$ cat config.mk
export PLATFORM = sky130hd
export DESIGN_NAME = lsp_out_queue
export DESIGN_NICKNAME = d
export VERILOG_FILES = /design/src/design/lsp_pkg.sv /design/src/design/lsp_out_queue.sv
export SDC_FILE = /design/constraint.sdc
export NUM_CORES = 1
export LEC_CHECK = 0
export ABC_AREA = 1
export BUFFER_PORTS_ARGS = -buffer_cell sky130_fd_sc_hd__buf_2
export CAP_MARGIN = 15
export CORE_MARGIN = 2
export CORE_UTILIZATION = 58
export CTS_BUF_LIST = sky130_fd_sc_hd__clkbuf_16
export DETAILED_ROUTE_END_ITERATION = 10
export PLACE_DENSITY = 0.85
export SKIP_LAST_GASP = 1
export SYNTH_ARGS = -nofsm -noshare
export SYNTH_HDL_FRONTEND = slang
export SYNTH_SLANG_ARGS = --single-unit
$ cat constraint.sdc
create_clock -name i_clk -period 2 [get_ports i_clk]
set_input_delay 0.2 -clock i_clk [delete_from_list [all_inputs] [get_ports i_clk]]
set_output_delay 0.2 -clock i_clk [all_outputs]
set_load 0.01 [all_outputs]
$ cat src/design/lsp_pkg.sv
// Shared types and constants for the 3x3 Laplacian sharpening core.
`default_nettype none

package lsp_pkg;

    // Line store depth and row limit
    localparam int MAX_COLS_DEF = 1024;
    localparam int ROW_LIMIT    = 1024;

    // Result queue depth (covers the three pipeline stages plus slack)
    localparam int OUTQ_DEPTH   = 8;

    // Register field widths
    localparam int DIM_W  = 11;
    localparam int PIX_W  = 8;

    // Configuration register indexes
    localparam logic [1:0] CFG_FRAME_COLS  = 2'd0;
    localparam logic [1:0] CFG_FRAME_ROWS  = 2'd1;
    localparam logic [1:0] CFG_MASK_SELECT = 2'd2;

    // Laplacian mask choice
    typedef enum logic [1:0] {
        MASK_FOUR_NEG  = 2'd0,
        MASK_EIGHT_NEG = 2'd1,
        MASK_FOUR_POS  = 2'd2,
        MASK_EIGHT_POS = 2'd3
    } t_mask;

    // One result item
    typedef struct packed {
        logic [PIX_W-1:0] sharp;
        logic [PIX_W-1:0] lap;
        logic             frame_end;
    } t_result;

endpackage

`default_nettype wire

$ cat src/design/lsp_out_queue.sv
// Small result queue that decouples the pipeline from the output handshake.
`default_nettype none

module lsp_out_queue #(
    parameter int DEPTH = lsp_pkg::OUTQ_DEPTH
) (
    input  wire logic                     i_clk,
    input  wire logic                     i_rst_n,
    input  wire logic                     i_push,
    input  wire lsp_pkg::t_result         i_push_data,
    output logic [$clog2(DEPTH+1)-1:0]    o_count,
    output logic                          o_valid,
    input  wire logic                     i_ready,
    output lsp_pkg::t_result              o_data
);

    localparam int PW = (DEPTH > 1) ? $clog2(DEPTH) : 1;
    localparam int CW = $clog2(DEPTH+1);

    lsp_pkg::t_result r_mem [DEPTH];
    logic [PW-1:0]    r_wr_ptr;
    logic [PW-1:0]    r_rd_ptr;
    logic [CW-1:0]    r_count;
    logic             w_pop;

    assign w_pop   = (r_count != '0) && i_ready;
    assign o_valid = (r_count != '0);
    assign o_data  = r_mem[r_rd_ptr];
    assign o_count = r_count;

    // Storage
    always_ff @(posedge i_clk) begin
        if (i_push) begin
            r_mem[r_wr_ptr] <= i_push_data;
        end
    end

    // Pointers and fill level
    always_ff @(posedge i_clk) begin
        if (!i_rst_n) begin
            r_wr_ptr <= '0;
            r_rd_ptr <= '0;
            r_count  <= '0;
        end else begin
            if (i_push) begin
                r_wr_ptr <= (r_wr_ptr == PW'(DEPTH-1)) ? '0 : r_wr_ptr + 1'b1;
            end
            if (w_pop) begin
                r_rd_ptr <= (r_rd_ptr == PW'(DEPTH-1)) ? '0 : r_rd_ptr + 1'b1;
            end
            case ({i_push, w_pop})
                2'b10:   r_count <= r_count + 1'b1;
                2'b01:   r_count <= r_count - 1'b1;
                default: r_count <= r_count;
            endcase
        end
    end

`ifndef ASSERT_OFF
    a_no_overflow: assert property (@(posedge i_clk) disable iff (!i_rst_n)
        i_push |-> (r_count < CW'(DEPTH)) || w_pop)
        else $error("result queue overflow");

    a_pop_drops_level: assert property (@(posedge i_clk) disable iff (!i_rst_n)
        (w_pop && !i_push) |=> (r_count == $past(r_count) - 1'b1))
        else $error("result queue level did not drop on transfer");
`endif

endmodule

`default_nettype wire

==> metrics.cfg, run 1 <==
[outcome]
outcome=finished, final reports clean

[setup_path]
worstSetupEndpointType=output pin
cp_max_fo=21
cpMostUsedCell=nand2_1
slowest_delay_ns=0.36
cp-start-kind=flop
crit_arrival_ns=1.72
critPathTopFamily=buffers and inverters
cp_data_required_time_ns=1.80
crit_chain=inv_1 -> buf_4 -> nor2_1 -> o21ai_1 -> nand2_1 -> nand2_1 -> buf_2
crit_type=flop to output pin
cp_slowest_cell=dfxtp_2
worst-path-buf-inv=3

[floorplanning]
start_util_pct=60.2
core.rowCount=36
core-area_um2=9860
die_h_um=105
num_io_pins=43
die_w_um=105
fp.dieArea_um2=11100

[clock_tree]
h-tree-depth=4
cts_max_path_buffers=2
cts_made_buffers=17
cts-root-buf=clkbuf_16
cts_hold_buf=0
clock_latency_ns=0.42
clock_sinks=149
cts_tree=built
clk_pin_slew_ns=0.06

[finish]
nets=562
antenna_cells=0
fill_cells=581
layout-drive-gt1-share_pct=20.3
seq_area_um2=4350
area_growth_syn_to_layout_pct=18.8
multiInputGateArea_um2=1440

[synth]
yosys.cell_types.count=23
yosysMostFrequentCell=edfxtp_1
netlist.area_leader.share_pct=68.7
avgSynthCellArea_um2=12.5
ys_ff_latch=149
synth_flop_cell=edfxtp_1
synth_top_cell_by_area=edfxtp_1
syn_inst=474
synth-edff-count=136
synth_common_cells=edfxtp_1 (136), nor2_1 (87), o21ai_0 (71), nand2_1 (64)
netlist_area_um2=5940
ys_top_cells_by_area=edfxtp_1 (69%), o21ai_0 (6.0%), nor2_1 (5.5%)
ys_seq_area_share_pct=73.1
synth_warnings=0
async_flop_share_pct=0
synth_nets=502

[global_route]
grt_overflow=0
antenna_found_initial=0
grt_pass1_wl_mm=19.8
grtUsageTotal_pct=24.1
grt_pass1_vias=3806
grt_max_degree=69

[sta]
post-route-period-util_pct=96.2
finalMaxSlewViolations=0
maxSlewHeadroom_pct=74.6
fmaxAchievable_mhz=520
worst_hold_slack_ns=0.0356
clock_skew_ns=0.00421
grt_setup_unrepaired=true
worst_slew_pin_slew_ns=0.379
post-route-min-period_ns=1.92
setup_viol=0
hold_violations=0

[power]
vdd_ir_drop_max_mv=0.954
p_per_area_nw_per_um2=1350
power_leakage_nw=2.62
power.total_mw=9.54

[placed_design]
place_congestion=0.789
port_buffers=42
hpwl_mm=6.71

[job]
drv_cap=0

[routing]
route.detailed.drc=0
vias=3905
wl_mm=13.1
ant_nets=0
drt_iter0_drc=442
dr.pass1.iters=5
wl_per_cell_um=19.2
vias_per_cell=5.74

[min_path]
hold_class=primary input to flop

## worst reg2reg max path, delay by kind of cell (launching register included)
family	cells	cell delay, ns
AND/OR/NAND/NOR	4	0.47
buffers and inverters	4	0.26
XOR/XNOR	1	0.15
flip-flops	1	0.34
AO/OA/AOI/OAI	2	0.22
adder cells (fa/ha/maj)	2	0.37
## power by group
part / internal [mW] / total, mW / leakage, nW / switching [mW]
clock network: 1.97 / 3.24 / 0.295 / 1.27
logic: 0.977 / 2.61 / 0.981 / 1.63
registers: 3.57 / 3.70 / 1.34 / 0.122
## logic make-up (layout without fill, tap and decap cells)
logic type / count (synthesis) / count (layout) / synth area share, %
DFF: 149 / 149 / 73.1
adders and majority gates: 7 / 7 / 1.47
AOI/OAI and AO/OA: 102 / 102 / 8.95
muxes: 17 / 17 / 2.86
buffers and inverters: 40 / 113 / 3.24
xor gates and xnor gates: 2 / 2 / 0.295
and+or+nand+nor: 157 / 157 / 10.1
## cell usage in the layout, fill, tap and decap left out, types with 2 or more instances in the layout
cell        instances
clkinv_4            3
nor2_1             86
buf_12              3
a21oi_1             7
inv_6               2
nand3_1             3
o21ai_1            11
buf_4              16
inv_2               3
ha_1                5
inv_1              14
nand2_1            63
clkbuf_16          18
mux2i_1            17
clkinvlp_4          2
dfxtp_1             8
o22ai_1            17
clkinv_2            4
edfxtp_1          136
buf_2              42
bufinv_16           3
dfxtp_2             5
o21ai_0            65
## stage by stage
step	utilization (%)	setup WS, ns	cells	TNS (ns)	instance area, um2
3_3_place_gp	64.3	0.198	645	0	6340
5_1_grt	71.6	-0.0229	680	-0.0359	7060
4_1_cts	70.6	0.0122	677	0	6970
6_report	71.6	0.0756	680	0	7060
3_5_place_dp	64.3	-0.0663	645	-0.0663	6340
2_1_floorplan	-	0.112	474	0	5940
## final cells by class
cell class	count	area share, %
Clock buffer	17	6.02
Sequential cell	149	61.6
Clock inverter	15	2.55
Multi-Input combinational cell	285	20.4
Tap cell	133	2.36
Timing Repair Buffer	63	6.09
Inverter	18	0.957
## flip-flops by register name, summed over array words and instances (netlist names), named ones only
signal    cells
r_mem       136
o_count       4
r_rd_ptr      3
r_wr_ptr      3
## path summary, 6_finish.rpt
check	depth (start not counted)	to	slack (ns)	startpoint
worst max-delay path	7	o_data[0]	0.08	flop
worst min-delay path	1	r_mem[6][2]$_DFFE_PP_	0.04	i_push_data[2]
worst max register to register	13	o_count[2]$_SDFFE_PN0P_	0.09	o_count[1]$_SDFFE_PN0P_
worst min register to register	2	o_count[0]$_SDFFE_PN0P_	0.51	o_count[0]$_SDFFE_PN0P_
## timing repair
action	4_1_cts	5_1_grt
pin swaps	0	5
gates cloned	0	1
setup buffers	0	2
gates resized for setup	7	21
endpoints found under the setup margin	10	13
## routing by layer
metal  up-vias  global-route usage [%]  share of wire [%]
met5         -                       0                  0
met1      1891                    29.5                 38
met4         0                    12.1                3.1
met3        36                    5.19                6.7
li1       1807                       -                  -
met2       171                    40.5                 52
Power figures use the tool's default switching activity.
==> run 2: changes to the inputs <==
--- a/config.mk
+++ b/config.mk
@@ -6,12 +6,13 @@
 export NUM_CORES = 1
 export LEC_CHECK = 0
 export ABC_AREA = 1
-export BUFFER_PORTS_ARGS = -buffer_cell sky130_fd_sc_hd__buf_2
+export BUFFER_PORTS_ARGS = -buffer_cell sky130_fd_sc_hd__buf_4
 export CAP_MARGIN = 15
 export CORE_MARGIN = 2
 export CORE_UTILIZATION = 58
 export CTS_BUF_LIST = sky130_fd_sc_hd__clkbuf_16
 export DETAILED_ROUTE_END_ITERATION = 10
+export GPL_TIMING_DRIVEN = 0
 export PLACE_DENSITY = 0.85
 export SKIP_LAST_GASP = 1
 export SYNTH_ARGS = -nofsm -noshare
==> run 2 against run 1 <==
Compared with the run above: the run now ends with setup timing left; register-to-register slack about the same; via count grew 4.8%; critical path depth stayed put; worst setup slack got worse by 0.13 ns; clock skew grew 0.0053 ns; wire length is 5.6% higher; count of clock-buffer cells in the layout stayed put; sequential power about the same; die area did not move; combinational power is 14% higher; worst hold slack worse by 0.024 ns; final cell count up 1.6%; largest power group unchanged.
==> metrics.cfg, run 2 (same netlist as run 1, synthesis figures left out) <==
[outcome]
outcome=finished with violations
violations=setup timing

[finish]
regMostFlops=r_mem
seq_area_um2=4350  ; about the same
antenna_cells=0  ; unchanged
final_cell_mix=edfxtp_1 (136), nor2_1 (78), o21ai_0 (65)
fill_cells=561  ; -3.4%
largest_reg_flops=136  ; unchanged
final_cells=691  ; +1.6%
layout-drive-gt1-share_pct=22.4  ; +2.1 points
multiInputGateArea_um2=1450  ; +0.69%
area_growth_syn_to_layout_pct=22.2
nets=574  ; +2.1%
layout_commonest_cell=edfxtp_1

[power]
p_comb_share_pct=30.6  ; +3.3 points
pwr-share-seq_pct=38.0  ; -0.7 points
switching_power_mw=3.12  ; +3.5%
vdd_ir_drop_max_mv=0.882  ; -7.5%
p_int_mw=6.60  ; +1.2%
clkPwrFrac_pct=31.4  ; -2.6 points
switching_share_pct=32.1  ; +0.49 points
power_leakage_nw=2.70  ; +3.0%
p_per_area_nw_per_um2=1340  ; -0.95%

[global_route]
grt_overflow=0  ; unchanged
grt_pass1_vias=3984  ; +4.7%
grt_max_degree=17  ; -75%
grtUsageTotal_pct=25.6  ; +1.5 points
grt_pass1_wl_mm=20.9  ; +5.4%
antenna_found_initial=0  ; unchanged

[floorplanning]
start_util_pct=60.2  ; unchanged
die_w_um=105  ; unchanged
num_io_pins=43  ; unchanged
core.rowCount=36  ; unchanged
fp.dieArea_um2=11100  ; unchanged
die_h_um=105  ; unchanged
core-area_um2=9860  ; unchanged

[setup_path]
worstSetupEndpointType=output pin
cp-start-kind=flop
cp_slowest_cell=dfxtp_4
slowest_delay_ns=0.38  ; +0.02 ns
crit_arrival_ns=1.85  ; +0.13 ns
cp_data_required_time_ns=1.80  ; about the same
cp_max_fo=10  ; -52%
worst-path-buf-inv=3  ; unchanged
crit_chain=buf_12 -> buf_12 -> o21ai_0 -> o22ai_1 -> nand2_1 -> nand2_1 -> buf_4
critPathTopFamily=compound AO/OA/AOI/OAI gates
crit_type=flop to output pin

[job]
drv_cap=0  ; unchanged

[routing]
wl_mm=13.8  ; +5.6%
ant_nets=0  ; unchanged
vias=4092  ; +4.8%
dr.pass1.iters=6  ; +1
wl_per_cell_um=20.0  ; +3.9%
vias_per_cell=5.92  ; +3.1%
route.detailed.drc=0  ; unchanged
drt_iter0_drc=545  ; +23%

[clock_tree]
h-tree-depth=4  ; unchanged
clk_pin_slew_ns=0.06  ; about the same
cts_made_buffers=17  ; unchanged
clock_sinks=149  ; unchanged
cts_hold_buf=0  ; unchanged
cts_tree=built
clock_latency_ns=0.42  ; about the same
cts_max_path_buffers=2  ; unchanged
cts-root-buf=clkbuf_16

[sta]
setup_viol=3  ; +3
grt_setup_unrepaired=true
post-route-min-period_ns=2.05  ; +0.125 ns
post-route-period-util_pct=102  ; +6.3 points
hold_violations=0  ; unchanged
setup_ws_ns=-0.0497  ; -0.125 ns
clock_skew_ns=0.00955  ; +0.00534 ns
fmaxAchievable_mhz=488  ; -6.1%
worst_slew_pin_slew_ns=0.683  ; +0.304 ns
maxSlewHeadroom_pct=54.4  ; -20 points
finalMaxSlewViolations=0  ; unchanged

[placed_design]
port_buffers=42  ; unchanged
dp_slack_ns=-0.121  ; -0.0549 ns
hpwl_mm=8.30  ; +24%
place_congestion=0.807  ; +2.3%
placed_cells=657  ; +1.9%

[min_path]
hold_class=primary input to flop

## run 2: cell count changes in the layout (fill, tap and decap cells not counted), sizes merged
cell	change
buf	+6
bufinv	-1
clkbuf	+6
clkinv	-2
clkinvlp	+1
inv	+1
## run 2: routing by layer
layer / track usage (%) / part of all wire, % / up-vias / routed length (um)
li1: - / - / 1836 / -
met1: 32.0 / 36 / 1958 / 5030
met2: 42.4 / 51 / 263 / 7060
met3: 6.37 / 9.9 / 35 / 1360
met4: 11.1 / 2.6 / 0 / 359
met5: 0 / 0 / - / 0
## run 2: per-stage QoR
stage / hold slack [ns] / TNS (ns) / util, % / power [mW] / area (um2)
after floorplan: 0.299 / 0 / - / 5.30 / 5940
after global placement: 0.433 / -36.20 / 65.1 / 6.25 / 6420
after detailed placement: 0.437 / -0.121 / 66.5 / 6.40 / 6560
after CTS: 0.00215 / -0.0772 / 72.6 / 9.50 / 7160
after global routing: 0.00191 / -0.815 / 73.6 / 10.1 / 7260
final: 0.0114 / -0.0999 / 73.6 / 9.72 / 7260
## run 2: timing repair
item	in CTS	in global routing
resized for setup	22	33
buffers inserted	0	3
setup endpoints to repair	18	18
pin swaps	0	2
## run 2: final timing paths
path                                         startpoint                      end  slack, ns  cells after the start
worst min-delay path                    i_push_data[15]   r_mem[0][15]$_DFFE_PP_       0.01                      1
worst max-delay path                               flop                o_data[1]      -0.05                      7
worst max register to register  o_count[1]$_SDFFE_PN0P_  o_count[2]$_SDFFE_PN0P_       0.10                     13
worst min register to register  o_count[1]$_SDFFE_PN0P_  o_count[1]$_SDFFE_PN0P_       0.52                      2
## run 2: area by class of cell
cell class / count / share of cell area [%]
clock inverter: 14 / 1.93
buffer: 22 / 2.64
inverter: 18 / 0.965
timing repair buffer: 53 / 6.42
tap: 133 / 2.29
sequential: 149 / 59.9
clock buffer: 17 / 5.86
multi-input combinational: 285 / 20.0
## run 2: power by group through the flow
stage,combinational [mW],sequential (mW),clock (mW)
after CTS,2.77,3.68,3.05
after global routing,3.22,3.70,3.20
after detailed placement,2.66,3.73,0
final,2.98,3.69,3.05
after global placement,2.53,3.72,0
after floorplan,1.58,3.72,0
